===== config.mk =====
export PLATFORM = sky130hd
export DESIGN_NAME = scalar_minmax_quantizer_core_flat
export DESIGN_NICKNAME = d
export VERILOG_FILES = /design/src/hdl/smmq_pkg.sv /design/src/hdl/smmq_req_if.sv /design/src/hdl/smmq_res_if.sv /design/src/hdl/smmq_div.sv /design/src/hdl/smmq_range.sv /design/src/hdl/scalar_minmax_quantizer_core.sv /design/src/flat_wrapper.sv
export VERILOG_INCLUDE_DIRS = /design/src /design/src/hdl
export SDC_FILE = /design/constraint.sdc
export NUM_CORES = 1
export LEC_CHECK = 0
export BUFFER_PORTS_ARGS = -buffer_cell sky130_fd_sc_hd__clkbuf_2
export CAP_MARGIN = 20
export CORE_ASPECT_RATIO = 0.5
export CORE_MARGIN = 4
export CORE_UTILIZATION = 60
export DETAILED_ROUTE_END_ITERATION = 8
export PLACE_DENSITY = 0.89
export SLEW_MARGIN = 30
export SYNTH_ARGS = -nofsm -noshare
export SYNTH_HDL_FRONTEND = slang
export SYNTH_SLANG_ARGS = --single-unit
export TNS_END_PERCENT = 10

===== constraint.sdc =====
create_clock -name i_clk -period 21.3 [get_ports i_clk]
set_clock_uncertainty 0.05 [all_clocks]
set_input_delay 3.195 -clock i_clk [delete_from_list [all_inputs] [get_ports i_clk]]
set_output_delay 3.195 -clock i_clk [all_outputs]
set_load 0.02 [all_outputs]

===== src/hdl/scalar_minmax_quantizer_core_defines.svh =====
// scalar_minmax_quantizer_core_defines.svh: assertion macros for the quantizer core
// used by files that assert; expects i_clk and i_rst_n in the including module
`ifndef SCALAR_MINMAX_QUANTIZER_CORE_DEFINES_SVH
`define SCALAR_MINMAX_QUANTIZER_CORE_DEFINES_SVH

// same-cycle implication, off during reset
`define SMMQ_ASSERT_IMPL(name, ante, cons, msg) \
    name: assert property (@(posedge i_clk) disable iff (!i_rst_n) (ante) |-> (cons)) \
        else $error(msg);

// next-cycle implication, off during reset
`define SMMQ_ASSERT_NEXT(name, ante, cons, msg) \
    name: assert property (@(posedge i_clk) disable iff (!i_rst_n) (ante) |=> (cons)) \
        else $error(msg);

`endif


===== src/hdl/smmq_pkg.sv =====
// smmq_pkg: widths, request codes, shared structs and the level helper
// for the min/max scalar quantizer; no dependencies
package smmq_pkg;

    // field widths
    localparam int VALUE_W = 16;
    localparam int CODE_W  = 8;
    localparam int CFG_W   = 4;
    localparam int REQ_W   = 2;

    // datapath widths
    localparam int DIFF_W = VALUE_W;
    localparam int PROD_W = DIFF_W + CODE_W;
    localparam int NUM_W  = PROD_W + 1;
    localparam int DEN_W  = DIFF_W + 1;
    localparam int CNT_W  = $clog2(NUM_W + 1);

    localparam logic [CFG_W-1:0] CODE_BITS_RST = CFG_W'(CODE_W);

    // request codes
    localparam logic [REQ_W-1:0] REQ_TRAIN = 2'd0;
    localparam logic [REQ_W-1:0] REQ_ENC   = 2'd1;
    localparam logic [REQ_W-1:0] REQ_DEC   = 2'd2;

    // train update toward the range tracker
    typedef struct packed {
        logic                      upd;
        logic                      first;
        logic signed [VALUE_W-1:0] x;
    } t_train;

    // tracker status
    typedef struct packed {
        logic signed [VALUE_W-1:0] min_v;
        logic signed [VALUE_W-1:0] max_v;
        logic                      has;
        logic                      empty;
        logic [DIFF_W-1:0]         span;
    } t_range;

    // divider request
    typedef struct packed {
        logic             start;
        logic [NUM_W-1:0] num;
        logic [DEN_W-1:0] den;
    } t_div_req;

    // largest code for a code width, width clamped to 1..CODE_W
    function automatic logic [CODE_W-1:0] level_max(input logic [CFG_W-1:0] bits);
        logic [CFG_W-1:0]  b;
        logic [CODE_W-1:0] lv;
        b = bits;
        if (b == '0) begin
            b = CFG_W'(1);
        end else if (b > CFG_W'(CODE_W)) begin
            b = CFG_W'(CODE_W);
        end
        for (int i = 0; i < CODE_W; i++) begin
            lv[i] = (CFG_W'(i) < b);
        end
        return lv;
    endfunction

endpackage


===== src/hdl/smmq_req_if.sv =====
// smmq_req_if: request channel of the quantizer, valid/ready with payload
// depends on smmq_pkg
interface smmq_req_if;
    import smmq_pkg::*;

    logic                      valid;
    logic                      ready;
    logic [REQ_W-1:0]          req_type;
    logic signed [VALUE_W-1:0] sample_value;
    logic                      first_of_set;
    logic [CODE_W-1:0]         code_in;

    modport source (output valid, req_type, sample_value, first_of_set, code_in,
                    input ready);
    modport sink   (input valid, req_type, sample_value, first_of_set, code_in,
                    output ready);
endinterface


===== src/hdl/smmq_res_if.sv =====
// smmq_res_if: result channel of the quantizer, valid/ready with payload
// depends on smmq_pkg
interface smmq_res_if;
    import smmq_pkg::*;

    logic                      valid;
    logic                      ready;
    logic [CODE_W-1:0]         code_out;
    logic signed [VALUE_W-1:0] value_out;
    logic                      range_empty;

    modport source (output valid, code_out, value_out, range_empty, input ready);
    modport sink   (input valid, code_out, value_out, range_empty, output ready);
endinterface


===== src/hdl/smmq_div.sv =====
// smmq_div: restoring serial divider, one quotient bit per cycle
// depends on smmq_pkg
module smmq_div (
    input  logic                           i_clk,
    input  logic                           i_rst_n,
    input  smmq_pkg::t_div_req             i_div,
    output logic                           o_done,
    output logic [smmq_pkg::NUM_W-1:0]     o_quot
);
    import smmq_pkg::*;

    logic             r_busy;
    logic             r_done;
    logic [CNT_W-1:0] r_cnt;
    logic [NUM_W-1:0] r_acc;
    logic [DEN_W-1:0] r_rem;
    logic [DEN_W-1:0] r_den;

    logic [DEN_W:0]   w_trial;
    logic [DEN_W:0]   w_sub;
    logic             w_fit;
    logic [DEN_W-1:0] n_rem;
    logic [NUM_W-1:0] n_acc;

    // one trial subtraction per cycle
    always_comb begin
        w_trial = {r_rem, r_acc[NUM_W-1]};
        w_fit   = (w_trial >= {1'b0, r_den});
        w_sub   = w_trial - {1'b0, r_den};
        n_rem   = w_fit ? w_sub[DEN_W-1:0] : w_trial[DEN_W-1:0];
        n_acc   = {r_acc[NUM_W-2:0], w_fit};
    end

    // control: busy flag, step count, done pulse
    always_ff @(posedge i_clk) begin
        if (!i_rst_n) begin
            r_busy <= 1'b0;
            r_done <= 1'b0;
            r_cnt  <= '0;
        end else begin
            r_done <= r_busy && !i_div.start && (r_cnt == CNT_W'(1));
            if (i_div.start) begin
                r_busy <= 1'b1;
                r_cnt  <= CNT_W'(NUM_W);
            end else if (r_busy) begin
                r_cnt <= r_cnt - CNT_W'(1);
                if (r_cnt == CNT_W'(1)) begin
                    r_busy <= 1'b0;
                end
            end
        end
    end

    // datapath: numerator shifts out as quotient shifts in
    always_ff @(posedge i_clk) begin
        if (i_div.start) begin
            r_acc <= i_div.num;
            r_den <= i_div.den;
            r_rem <= '0;
        end else if (r_busy) begin
            r_acc <= n_acc;
            r_rem <= n_rem;
        end
    end

    assign o_done = r_done;
    assign o_quot = r_acc;

endmodule


===== src/hdl/smmq_range.sv =====
// smmq_range: running minimum and maximum of trained samples, range status
// depends on smmq_pkg and the assertion macro header
`include "scalar_minmax_quantizer_core_defines.svh"

module smmq_range (
    input  logic              i_clk,
    input  logic              i_rst_n,
    input  smmq_pkg::t_train  i_train,
    output smmq_pkg::t_range  o_rng
);
    import smmq_pkg::*;

    logic signed [VALUE_W-1:0] r_min;
    logic signed [VALUE_W-1:0] r_max;
    logic                      r_has;

    logic signed [VALUE_W:0]   w_diff;
    logic                      w_empty;

    // range status
    always_comb begin
        w_diff  = {r_max[VALUE_W-1], r_max} - {r_min[VALUE_W-1], r_min};
        w_empty = !r_has || (r_max <= r_min);
        o_rng.min_v = r_min;
        o_rng.max_v = r_max;
        o_rng.has   = r_has;
        o_rng.empty = w_empty;
        o_rng.span  = w_empty ? '0 : w_diff[DIFF_W-1:0];
    end

    // tracking, restart on first item of a set or when no sample is held
    always_ff @(posedge i_clk) begin
        if (!i_rst_n) begin
            r_min <= {1'b0, {(VALUE_W-1){1'b1}}};
            r_max <= {1'b1, {(VALUE_W-1){1'b0}}};
            r_has <= 1'b0;
        end else if (i_train.upd) begin
            r_has <= 1'b1;
            if (i_train.first || !r_has) begin
                r_min <= i_train.x;
                r_max <= i_train.x;
            end else begin
                if (i_train.x < r_min) begin
                    r_min <= i_train.x;
                end
                if (i_train.x > r_max) begin
                    r_max <= i_train.x;
                end
            end
        end
    end

    `SMMQ_ASSERT_IMPL(a_min_le_max, r_has, r_min <= r_max, "min above max with samples")
    `SMMQ_ASSERT_NEXT(a_has_after_train, i_train.upd, r_has, "train did not set samples")
    `SMMQ_ASSERT_NEXT(a_restart, i_train.upd && i_train.first, r_min == r_max,
        "restart did not collapse range")

endmodule


===== src/hdl/scalar_minmax_quantizer_core.sv =====
// scalar_minmax_quantizer_core: top level of the min/max scalar quantizer
// depends on smmq_pkg, smmq_req_if, smmq_res_if, smmq_range, smmq_div, macro header
//
// channel     dir  handshake      payload
// i_req       in   valid/ready    req_type, sample_value, first_of_set, code_in
// o_res       out  valid/ready    code_out, value_out, range_empty
// i_cfg_*     in   write enable   code_bits
//
// train items leave the core idle; encode and decode go from accept to the output
// register through multiply, add, divider load, 25 divider steps, capture and finish;
// encode of an empty range or a value at or below min, and decode of an empty range, go
// from multiply straight to finish; no new item is accepted until the core is back in idle
// reset is synchronous and active low; min/max return to their extremes
// a result waits in the output register while the next item is accepted; a second result
// holds the core in its finish step until the first one is taken

`include "scalar_minmax_quantizer_core_defines.svh"

module scalar_minmax_quantizer_core (
    input  logic                        i_clk,
    input  logic                        i_rst_n,
    input  logic                        i_cfg_we,
    input  logic [smmq_pkg::CFG_W-1:0]  i_cfg_wdata,
    smmq_req_if.sink                    i_req,
    smmq_res_if.source                  o_res
);
    import smmq_pkg::*;

    typedef enum logic [2:0] {
        S_IDLE,
        S_MUL,
        S_ADD,
        S_DIV,
        S_FIN
    } t_state;

    t_state                    r_state;
    logic [CFG_W-1:0]          r_code_bits;
    logic                      r_enc;
    logic signed [VALUE_W-1:0] r_x;
    logic [CODE_W-1:0]         r_code;
    logic [CODE_W-1:0]         r_lv;
    logic [PROD_W-1:0]         r_prod;
    logic                      r_div_start;
    logic [CODE_W-1:0]         r_res_code;
    logic signed [VALUE_W-1:0] r_res_val;
    logic                      r_res_empty;
    logic                      r_out_valid;
    logic [CODE_W-1:0]         r_out_code;
    logic signed [VALUE_W-1:0] r_out_val;
    logic                      r_out_empty;

    logic                      w_in_acc;
    logic                      w_is_calc;
    logic [CODE_W-1:0]         w_lv_now;
    t_train                    w_train;
    t_range                    w_rng;
    logic signed [VALUE_W:0]   w_diff;
    logic                      w_above;
    logic [DIFF_W-1:0]         w_mul_a;
    logic [CODE_W-1:0]         w_mul_b;
    logic [PROD_W-1:0]         w_prod;
    logic [DIFF_W-1:0]         w_bias;
    t_div_req                  w_div;
    logic                      w_div_done;
    logic [NUM_W-1:0]          w_quot;
    logic [CODE_W-1:0]         w_enc_code;
    logic [VALUE_W-1:0]        w_dec_val;

    // input handshake and train path
    assign i_req.ready = (r_state == S_IDLE);
    assign w_in_acc    = i_req.valid && i_req.ready;
    assign w_is_calc   = (i_req.req_type == REQ_ENC) || (i_req.req_type == REQ_DEC);
    assign w_lv_now    = level_max(r_code_bits);

    always_comb begin
        w_train.upd   = w_in_acc && (i_req.req_type == REQ_TRAIN);
        w_train.first = i_req.first_of_set;
        w_train.x     = i_req.sample_value;
    end

    smmq_range u_range (
        .i_clk   (i_clk),
        .i_rst_n (i_rst_n),
        .i_train (w_train),
        .o_rng   (w_rng)
    );

    // offset from min, and the shared multiplier operands
    always_comb begin
        w_diff  = {r_x[VALUE_W-1], r_x} - {w_rng.min_v[VALUE_W-1], w_rng.min_v};
        w_above = !w_diff[VALUE_W] && (w_diff != '0);
        w_mul_a = r_enc ? w_diff[DIFF_W-1:0] : w_rng.span;
        w_mul_b = r_enc ? r_lv : r_code;
        w_prod  = PROD_W'(w_mul_a) * PROD_W'(w_mul_b);
    end

    // rounded division: (2*p + half divisor) / divisor
    always_comb begin
        w_bias    = r_enc ? w_rng.span : DIFF_W'(r_lv);
        w_div.start = r_div_start;
        w_div.num   = {r_prod, 1'b0} + NUM_W'(w_bias);
        w_div.den   = r_enc ? {w_rng.span, 1'b0} : {DIFF_W'(r_lv), 1'b0};
    end

    smmq_div u_div (
        .i_clk   (i_clk),
        .i_rst_n (i_rst_n),
        .i_div   (w_div),
        .o_done  (w_div_done),
        .o_quot  (w_quot)
    );

    // clamp code to the top level, rebuild value from min
    always_comb begin
        w_enc_code = (w_quot > NUM_W'(r_lv)) ? r_lv : w_quot[CODE_W-1:0];
        w_dec_val  = w_rng.min_v + w_quot[VALUE_W-1:0];
    end

    // sequencer, config register and output register
    always_ff @(posedge i_clk) begin
        if (!i_rst_n) begin
            r_state     <= S_IDLE;
            r_code_bits <= CODE_BITS_RST;
            r_div_start <= 1'b0;
            r_out_valid <= 1'b0;
        end else begin
            r_div_start <= (r_state == S_ADD);
            if (i_cfg_we) begin
                r_code_bits <= i_cfg_wdata;
            end
            if (o_res.valid && o_res.ready && (r_state != S_FIN)) begin
                r_out_valid <= 1'b0;
            end
            unique case (r_state)
                S_IDLE: begin
                    if (w_in_acc && w_is_calc) begin
                        r_enc   <= (i_req.req_type == REQ_ENC);
                        r_x     <= i_req.sample_value;
                        r_lv    <= w_lv_now;
                        r_code  <= (i_req.code_in > w_lv_now) ? w_lv_now : i_req.code_in;
                        r_state <= S_MUL;
                    end
                end
                S_MUL: begin
                    if (r_enc && (w_rng.empty || !w_above)) begin
                        r_res_code  <= '0;
                        r_res_val   <= '0;
                        r_res_empty <= w_rng.empty;
                        r_state     <= S_FIN;
                    end else if (!r_enc && w_rng.empty) begin
                        r_res_code  <= '0;
                        r_res_val   <= w_rng.has ? w_rng.min_v : '0;
                        r_res_empty <= 1'b1;
                        r_state     <= S_FIN;
                    end else begin
                        r_prod  <= w_prod;
                        r_state <= S_ADD;
                    end
                end
                S_ADD: begin
                    r_state <= S_DIV;
                end
                S_DIV: begin
                    if (w_div_done) begin
                        r_res_code  <= r_enc ? w_enc_code : '0;
                        r_res_val   <= r_enc ? '0 : w_dec_val;
                        r_res_empty <= 1'b0;
                        r_state     <= S_FIN;
                    end
                end
                S_FIN: begin
                    if (!r_out_valid || o_res.ready) begin
                        r_out_valid <= 1'b1;
                        r_out_code  <= r_res_code;
                        r_out_val   <= r_res_val;
                        r_out_empty <= r_res_empty;
                        r_state     <= S_IDLE;
                    end
                end
                default: begin
                    r_state <= S_IDLE;
                end
            endcase
        end
    end

    assign o_res.valid       = r_out_valid;
    assign o_res.code_out    = r_out_code;
    assign o_res.value_out   = r_out_val;
    assign o_res.range_empty = r_out_empty;

    `SMMQ_ASSERT_NEXT(a_busy_after_accept, w_in_acc && w_is_calc, !i_req.ready,
        "ready while an item is in work")
    `SMMQ_ASSERT_IMPL(a_done_in_div, w_div_done, r_state == S_DIV,
        "divider finished outside the divide step")
    `SMMQ_ASSERT_IMPL(a_empty_zero_code, r_out_valid && r_out_empty, r_out_code == '0,
        "nonzero code with empty range")
    `SMMQ_ASSERT_IMPL(a_code_in_levels, r_out_valid, r_out_code <= level_max(r_code_bits),
        "code above the top level")

endmodule

===== src/flat_wrapper.sv =====
// flat-port wrapper written by rule: the top's interface ports become plain ports
module scalar_minmax_quantizer_core_flat import smmq_pkg::*;
  (i_clk, i_rst_n, i_cfg_we, i_cfg_wdata, i_req_valid, i_req_req_type, i_req_sample_value, i_req_first_of_set, i_req_code_in, i_req_ready, o_res_valid, o_res_code_out, o_res_value_out, o_res_range_empty, o_res_ready);
  smmq_req_if i_req_i ();
  smmq_res_if o_res_i ();
  input  logic i_clk;
  input  logic i_rst_n;
  input  logic i_cfg_we;
  input  logic [smmq_pkg::CFG_W-1:0] i_cfg_wdata;
  input wire logic [$bits(i_req_i.valid)-1:0] i_req_valid;
  input wire logic [$bits(i_req_i.req_type)-1:0] i_req_req_type;
  input wire logic [$bits(i_req_i.sample_value)-1:0] i_req_sample_value;
  input wire logic [$bits(i_req_i.first_of_set)-1:0] i_req_first_of_set;
  input wire logic [$bits(i_req_i.code_in)-1:0] i_req_code_in;
  output wire logic [$bits(i_req_i.ready)-1:0] i_req_ready;
  output wire logic [$bits(o_res_i.valid)-1:0] o_res_valid;
  output wire logic [$bits(o_res_i.code_out)-1:0] o_res_code_out;
  output wire logic [$bits(o_res_i.value_out)-1:0] o_res_value_out;
  output wire logic [$bits(o_res_i.range_empty)-1:0] o_res_range_empty;
  input wire logic [$bits(o_res_i.ready)-1:0] o_res_ready;
  assign i_req_i.valid = i_req_valid;
  assign i_req_i.req_type = i_req_req_type;
  assign i_req_i.sample_value = i_req_sample_value;
  assign i_req_i.first_of_set = i_req_first_of_set;
  assign i_req_i.code_in = i_req_code_in;
  assign i_req_ready = i_req_i.ready;
  assign o_res_valid = o_res_i.valid;
  assign o_res_code_out = o_res_i.code_out;
  assign o_res_value_out = o_res_i.value_out;
  assign o_res_range_empty = o_res_i.range_empty;
  assign o_res_i.ready = o_res_ready;
  scalar_minmax_quantizer_core u_core (.i_clk(i_clk), .i_rst_n(i_rst_n), .i_cfg_we(i_cfg_we), .i_cfg_wdata(i_cfg_wdata), .i_req(i_req_i), .o_res(o_res_i));
endmodule

Word level (Yosys, flattened, before mapping)
Index checks and enable logic that the tools add are counted.
- $add $sub $neg: 6
- $mul: 1
- div/mod/pow operators: 0
- $lt $le $gt $ge: 15
- equal/unequal tests: 12
- shift-type cells: 0
- multiplexer cells: 45
- bitwise operators: 3
- reduce and logical (&&, ||, !) cells: 37
- operators with widths (kind ; count):
    2-to-1 mux 16 bit ; 12
    2-to-1 mux 8 bit ; 7
    2-to-1 mux 25 bit ; 2
    case mux 16 bit (2 select lines) ; 1
    adder 25 x 16 -> 25 bit ; 1
    > comparator 25 x 8 -> 1 bit ; 1
    multiplier 16 x 8 -> 24 bit ; 1
    greater-or-equal comparator 18 x 17 -> 1 bit ; 1
    2-to-1 mux 17 bit ; 1
    nonzero test 17 bit ; 1
    subtractor 16 x 16 -> 17 bit ; 1
    subtractor 17 bit ; 1
    adder 16 bit ; 1
    > comparator 16 bit ; 1
    less-or-equal comparator 16 bit ; 1
    less-than comparator 16 bit ; 1
    less-than comparator 3 x 4 -> 1 bit (first input constant) ; 4
    case mux 8 bit (2 select lines) ; 1
    subtractor 16 bit ; 1
    2-to-1 mux 3 bit ; 5
    case mux 3 bit (5 select lines) ; 1
    logical AND 1 bit ; 10
    2-to-1 mux 5 bit ; 2
    2-to-1 mux 1 bit ; 9
    29 further kinds ; 52
- register bits after elaboration: 215
- latch bits: 0
- bits in writable memories: 0
- ROM bits: 0
- input port bits: 36
- output and inout port bits: 27
- memories kept: 0

Depth between registers and ports, before layout
Gate-level depths: netlist of the first run.
- word-level depth: 8
- gate-level depth with buffers: 31
- gate-level depth less buffers: 31

Hierarchy
A second synthesis of the first run with hierarchy kept.
- cell total of the unflattened synthesis: 1845
- area total of the unflattened synthesis: 17629.4 sq um
- by module, submodules not included (module ; instances ; cells each ; area an instance (sq um)):
    scalar_minmax_quantizer_core ; 1 ; 1146 ; 11151.9
    smmq_div ; 1 ; 332 ; 3577.2
    smmq_range ; 1 ; 367 ; 2900.3

Least setup slack after synthesis of the first run
OpenSTA, ideal clock, no wires.
- path type: reg-to-reg
- from: reg u_core.u_range.r_min[0]
- to: reg u_core.r_prod[19] (data pin)
- library setup time: 259 ps
- arrival: 7198 ps
- required time: 20991 ps
- setup slack: 13793 ps
- cell stages (with the launch flop): 30
- buffers on the path: 1
- period minus slack after synthesis: 7507 ps
- path through: dfxtp_1 > ha_1 > inv_1 > fa_1 > a21o_1 > a21o_1 > a221oi_1 > nor3_1 > o21ai_1 > clkbuf_1 > nor3_1 > a21oi_1 > or2_2 > fa_1 > fa_1 > inv_1 > fa_1 > inv_1 > fa_1 > inv_1 > ha_1 > o21a_1 > o31a_1 > o21ai_0 > a31oi_1 > o41ai_1 > o21ai_0 > o21ai_0 > nor2b_1 > xnor2_1
- cells in the longest elaborated chain, start to end: 5
- elaborated cells on any way between the ends: 7
- classes of those cells: add/sub (2); mul (1); order compare (1); mux (2); reduce/logical (1)
- ends and longest elaborated chain (item ; line ; text):
    start, declared ; smmq_range.sv:13 ; logic signed [VALUE_W-1:0] r_min;
    start signal, assigned ; smmq_range.sv:34 ; r_min <= {1'b0, {(VALUE_W-1){1'b1}}};
    start signal, assigned ; smmq_range.sv:40 ; r_min <= i_train.x;
    start signal, assigned ; smmq_range.sv:44 ; r_min <= i_train.x;
    less-or-equal comparator 16 bit ; smmq_range.sv:23 ; w_empty = !r_has || (r_max <= r_min);
    logical OR 1 bit ; smmq_range.sv:23 ;
    2-to-1 mux 16 bit ; smmq_range.sv:28 ; o_rng.span = w_empty ? '0 : w_diff[DIFF_W-1:0];
    2-to-1 mux 16 bit (*) ; scalar_minmax_quantizer_core.sv:93 ; w_mul_a = r_enc ? w_diff[DIFF_W-1:0] : w_rng.span;
    multiplier 16 x 8 -> 24 bit (*) ; scalar_minmax_quantizer_core.sv:95 ; w_prod = PROD_W'(w_mul_a) * PROD_W'(w_mul_b);
    via u_core.w_prod[19] ; scalar_minmax_quantizer_core.sv:62 ; logic [PROD_W-1:0] w_prod;
    end signal, assigned ; scalar_minmax_quantizer_core.sv:157 ; r_prod <= w_prod;
    end, declared ; scalar_minmax_quantizer_core.sv:43 ; logic [PROD_W-1:0] r_prod;
Mark *: on every way through the listed nets, which the timed path passes. The rest lies on a longest branch.
A chain may end at the register's enable or synchronous reset.

Final worst setup path of the first run
- from: reg u_core.u_range.r_min[0]
- to: reg u_core.r_prod[21] (data pin)
The elaborated chain is that of the path after synthesis.

==> results of run 1 <==
-- how the worst max path moves through the flow --
stage | endpoint | depth (start not counted) | slack [ns]
after detailed placement | u_core.r_prod[21]$_DFFE_PP_ | 28 | 12.55
after CTS | u_core.r_prod[21]$_DFFE_PP_ | 28 | 12.47
after floorplan | u_core.r_prod[19]$_DFFE_PP_ | 29 | 13.79
after global routing | u_core.r_prod[19]$_DFFE_PP_ | 28 | 11.94
final | u_core.r_prod[21]$_DFFE_PP_ | 28 | 12.58
after global placement | u_core.r_prod[19]$_DFFE_PP_ | 28 | 12.95
-- metrics by stage --
step | instance area [um2] | hold slack, ns
after CTS | 18400 | 0.369
after detailed placement | 17600 | 0.355
after global placement | 17600 | 0.351
after floorplan | 16900 | 0.350
final | 18400 | 0.368
after global routing | 18400 | 0.376
-- cells by family (layout without fill, tap and decap cells) --
logic type	after synthesis	count (layout)	share of synthesized area, %
buf+inv	246	323	5.62
simple gates	486	486	13.4
other cells	1	2	0.0222
fa+ha+maj	262	262	23.4
xor+xnor	88	88	4.57
mux	62	62	3.83
flops	214	214	34.2
compound gates	377	377	14.9
-- flip-flops by register name, summed over array words and instances (netlist names), 3 cells and up --
signal	count
u_core.r_code	8
u_core.u_div.r_rem	17
u_core.r_prod	24
u_core.o_res.value_out	16
u_core.u_range.r_max	16
u_core.u_range.r_min	16
u_core.r_x	16
u_core.u_div.r_cnt	5
u_core.u_div.o_quot	25
u_core.r_lv	8
u_core.u_div.r_den	16
u_core.r_res_val	16
u_core.r_state	3
u_core.r_code_bits	4
u_core.r_res_code	8
u_core.o_res.code_out	8
-- cell type report --
| class | count | area, um2 |
|---|---|---|
| clock buffer | 21 | 526 |
| clock inverter | 17 | 196 |
| fill | 2041 | 9330 |
| inverter | 204 | 766 |
| multi-input combinational | 1277 | 10200 |
| sequential | 214 | 5770 |
| tap | 382 | 478 |
| timing repair buffer | 81 | 453 |
-- critical path, delay by kind of cell, from the launching register on --
family,cells,cell delay [ns]
AO/OA/AOI/OAI,13,4.00
adder cells (fa/ha/maj),7,3.04
AND/OR/NAND/NOR,3,0.53
flip-flops,1,0.45
buffers and inverters,4,0.22
XOR/XNOR,1,0.15
-- metal layers --
| metal | global-route usage [%] | vias up |
|---|---|---|
| met5 | 0 | - |
| met4 | 7.04 | 2 |
| met3 | 6.55 | 134 |
| met2 | 42.0 | 778 |
| met1 | 40.6 | 6499 |
| li1 | - | 6282 |
-- placed cells by master (no fill, tap or decap), drive strengths merged, types with 20 or more instances in the layout --
cell type	count
o21a	20
ha	173
fa	89
xnor2	41
inv	204
xor2	47
clkbuf	83
a21o	39
mux2i	41
edfxtp	148
or2	20
a21oi	98
nor2	234
and3	24
mux2	21
nand2	55
dfxtp	66
nand3	23
nor3	42
o21ai	73
-- where the power goes --
group / total, uW / switching [uW] / internal, uW
clock: 396 / 166 / 230
combinational: 615 / 364 / 251
sequential: 494 / 14.3 / 480
==> run metrics, run 1 <==
Post CTS Setup Buffer Count=0; Worst Hold Depth=0; max cap viols=0; Syn-to-layout area delta=8.95%; wire per inst=19.7 um; synth warn=0; final setup vio count=0; fin crit period=approximately 8.7 ns; Clock Latency Late Sink=approximately 0.53 ns; Critical path origin=u_core.u_range.r_min[0]$_SDFFE_PN1P_; Seq/Total Area, Yosys=34.2%; Commonest cells post-synth=nor2_1 (233), inv_1 (203), ha_1 (173); worst-margin pin slew=~0.96 ns; Hold Buf Count CTS=0; routed wire length on met3=5.26 mm; FP Rows=43; Critical Path End Type=register; Core Box Area=0.0277 mm2; CTS Buffer Depth=3; Routed Antenna Nets=0; number of synthesized flops with an enable pin=148; Crit path arrival time=8.94 ns; worst setup margin=12.58 ns; Die Width=245 um; WS Path Type=register to register; layout cells sized above 1=9.81%; Slew Limit Fails=0; post-synthesis cell area=0.0169 mm2; DR iter-0 viols=approximately 1800; CP required=21.52 ns; half-perimeter wire length after placement=33.4 mm; FF-to-FF setup slack=12.58 ns; Reg clk slew, reported paths=0.07 ns; Tot Pwr=around 1500 uW; Die ar.=0.0310 mm2; Slowest cell on crit path=o41ai_1; Max H-tree Level=1; top_reg_cell synth=edfxtp_1; Final nets=2097; Hold EP=u_core.o_res.code_out[5]$_DFFE_PP_; vias in the first global route=12800; IO buf count=62; metal2 WL=approximately 19 mm; f_max=0.115 GHz; Netlist cell types=82; drt pass-1 iters=6; status=completed; VDD IR max=between 0.00006 and 0.00007 V; RSZ-0062 raised after global routing=false; pin count of the biggest net entering global routing=68; wl on met1=18.3 mm; Synth area leaders=edfxtp_1 (26%), ha_1 (13%), fa_1 (11%); grt total ovfl=0; Mapped Avg Cell Area=9.72 um2; I/O pins=63; Largest stage delay, worst path=between 0.6 and 0.7 ns; max-slew headroom at the worst pin=36.1%; routed wire length=43.3 mm; Post-Route Setup TNS=0 ns; critical path launch point type=register; final cell count without fillers=2196; final worst path period share=approximately 41%; final hold viol count=0; Hold Path Origin=u_core.r_res_code[5]$_SDFFCE_PN0P_; CTS sink cnt=214; Worst Hold Class=register to register; DR top layer=met5; reg2reg path depth=28; Max FO, Critical Path=15; most used cell, CP=fa_1; Via Count=13700; drc violations=0; gr usage total=~28%; Die Y-Extent=127 um; Placement Setup Slack=12.55 ns; post-synthesis instance total=1736; first-pass GRT wire length=approximately 69 mm; Synth Register Bits=~210; RR Startpoint=u_core.u_range.r_min[0]$_SDFFE_PN1P_; CTS tree=done; initial antenna violation count=1; reg2reg end=u_core.r_prod[21]$_DFFE_PP_; diodes inserted=0; most common cell in the netlist=nor2_1; FFs w/ async S/R, synth=0%; Cells after DPL=between 2000 and 2500; starting density of the core=60.9%; Root Driver=clkbuf_16; pwr dens=81.9 mW/mm2; Yosys top cell area share=26.3%; P_leak=around 0.008 uW; fin util=66.3%; Post-CTS Resized=0; cts bufs inserted=21; routability cong.=1.01; largest area contributor in the netlist=edfxtp_1; vias per std cell=6.24
No activity file was read; power rests on OpenSTA's default activity.
==> run 2: changes to the inputs <==
==> constraint.sdc (replaced) <==
create_clock -name i_clk -period 8.56 [get_ports i_clk]
set_clock_uncertainty 0.05 [all_clocks]
set_input_delay 1.284 -clock i_clk [delete_from_list [all_inputs] [get_ports i_clk]]
set_output_delay 1.284 -clock i_clk [all_outputs]
set_load 0.02 [all_outputs]
==> run 2 against run 1 <==
Power grew 150%. Count of clock-buffer cells in the layout increased by 3. Highest routed layer unchanged. Via count is 0.18% higher. Critical path type unchanged. Die area unchanged. Flip-flop and latch count is the same. Design area about the same. First-iteration DRC count is 5.6% lower. Critical endpoint is now u_core.r_prod[23]$_DFFE_PP_. Combinational power grew to 2.5 times the previous value. Non-clock buffer count rose by 5.
==> run metrics, run 2 (same netlist as run 1, synthesis figures left out) <==
pwr dens=201 mW/mm2; DR top layer=met5; routed wire length on met3=5.57 mm; routed wire length=approximately 45 mm; Die Width=245 um; switching share of total power=about 37%; Routed Antenna Nets=0; # fillers=2091; final setup vio count=0; Critical Path End Type=register; Max H-tree Level=1; routability cong.=1.01; Reg clk slew, reported paths=0.07 ns; Largest stage delay, worst path=0.56 ns; hold slack=0.367 ns; vias per std cell=between 6 and 7; FF-to-FF setup slack=0.54 ns; Critical path buffers and inverters=6; fin crit period=between 8 and 9 ns; CP required=slightly below 9 ns; gr usage total=27.9%; VDD IR max=0.000144 V; P_leak=~0.0082 uW; Cells after DPL=between 2000 and 2500; initial antenna violation count=1; CP top delay family=compound AO/OA/AOI/OAI gates; Syn-to-layout area delta=8.86%; grt total ovfl=0; pin count of the biggest net entering global routing=67; IO buf count=62; final cell count without fillers=2200; Comb power frac=41.9%; Critical path origin=u_core.u_range.r_min[0]$_SDFFE_PN1P_; WS Path Type=register to register; DR iter-0 viols=between 1500 and 2000; drc violations=0; net switching power=around 1400 uW; vias in the first global route=12600; drt pass-1 iters=6; cts bufs inserted=21; max-slew headroom at the worst pin=32.3%; Final nets=2102; Internal=2320 uW; status=completed; Flop pwr share=33.3%; most used cell, CP=fa_1; Via Count=13700; FP Rows=43; CTS tree=done; max FFs per register=25; I/O pins=63; CTS sink cnt=214; first-pass GRT wire length=68.6 mm; wire per inst=about 20 um; Die ar.=just over 0.03 mm2; Clock power frac=24.8%; starting density of the core=60.9%; Slowest cell on crit path=fa_1; Clock Latency Late Sink=0.53 ns; metal2 WL=18.9 mm; Crit path arrival time=between 8 and 9 ns; CTS Buffer Depth=3; Hold Path Origin=u_core.r_res_code[7]$_SDFFCE_PN0P_; half-perimeter wire length after placement=approximately 34 mm; diodes inserted=0; critical path launch point type=register; final hold viol count=0; leading cell type in the layout, fill and taps excluded=nor2_1; RSZ-0062 raised after global routing=false; wl on met1=18.9 mm; Post-Route Setup TNS=0 ns; Max FO, Critical Path=12; max cap viols=0; Slew Limit Fails=0; commonest non-fill, non-tap cells in the layout=nor2_1 (233), inv_1 (202), ha_1 (173); RR Startpoint=u_core.u_range.r_min[0]$_SDFFE_PN1P_; Core Box Area=0.0277 mm2; Worst Hold Class=register to register; worst-margin pin slew=1.01 ns; Die Y-Extent=127 um; f_max=0.125 GHz; final worst path period share=93.7%; layout cells sized above 1=10.2%; Root Driver=clkbuf_16
## run 2: worst paths after layout
| check | to | depth (start not counted) |
|---|---|---|
| min | u_core.o_res.code_out[7]$_DFFE_PP_ | 0 |
| max | u_core.r_prod[23]$_DFFE_PP_ | 30 |
| max reg2reg | u_core.r_prod[23]$_DFFE_PP_ | 30 |
| min reg2reg | u_core.o_res.code_out[7]$_DFFE_PP_ | 0 |
## run 2: worst reg2reg max path: cells and delay by family, from the launching register on
kind	cells	cell delay (ns)
buffers and inverters	6	0.59
AO/OA/AOI/OAI	13	3.09
XOR/XNOR	1	0.13
AND/OR/NAND/NOR	3	0.40
flip-flops	1	0.46
adder cells (fa/ha/maj)	7	3.02
## run 2: per-stage QoR
stage	setup WS [ns]	area, um2	util [%]	total power, uW
6_report	0.541	18400	66.3	3700
5_1_grt	0.0891	18400	66.3	3930
4_1_cts	0.461	18400	66.2	3680
3_5_place_dp	0.494	17700	63.9	2760
3_3_place_gp	0.800	17700	63.8	2700
2_1_floorplan	1.05	16900	-	2390
## run 2: cell type report
type	count	area (um2)	share of cell area (%)
Multi-Input combinational cell	1277	10200	55.6
Timing Repair Buffer	86	490	2.67
Clock buffer	24	544	2.96
Inverter	204	766	4.17
Sequential cell	214	5770	31.4
Tap cell	382	478	2.60
Clock inverter	13	113	0.613
## run 2: timing repair
action | 4_1_cts | 5_1_grt
buffers inserted | 0 | 0
gates resized for setup | 0 | 1
hold buffers | 0 | 0
endpoints found under the setup margin | 0 | 3
## run 2: layer usage
metal  GRT usage [%]  vias to the layer above
li1                -                     6275
met1            40.2                     6600
met2            41.1                      743
met3            9.74                      100
met4            5.73                        2
met5               0                        -
## run 2: power groups by stage
stage / clock (uW) / combinational, uW / sequential [uW]
finish: 918 / 1550 / 1230
CTS: 921 / 1530 / 1230
floorplan: 0 / 1150 / 1240
global route: 971 / 1720 / 1230
detailed placement: 0 / 1510 / 1250
global placement: 0 / 1450 / 1250
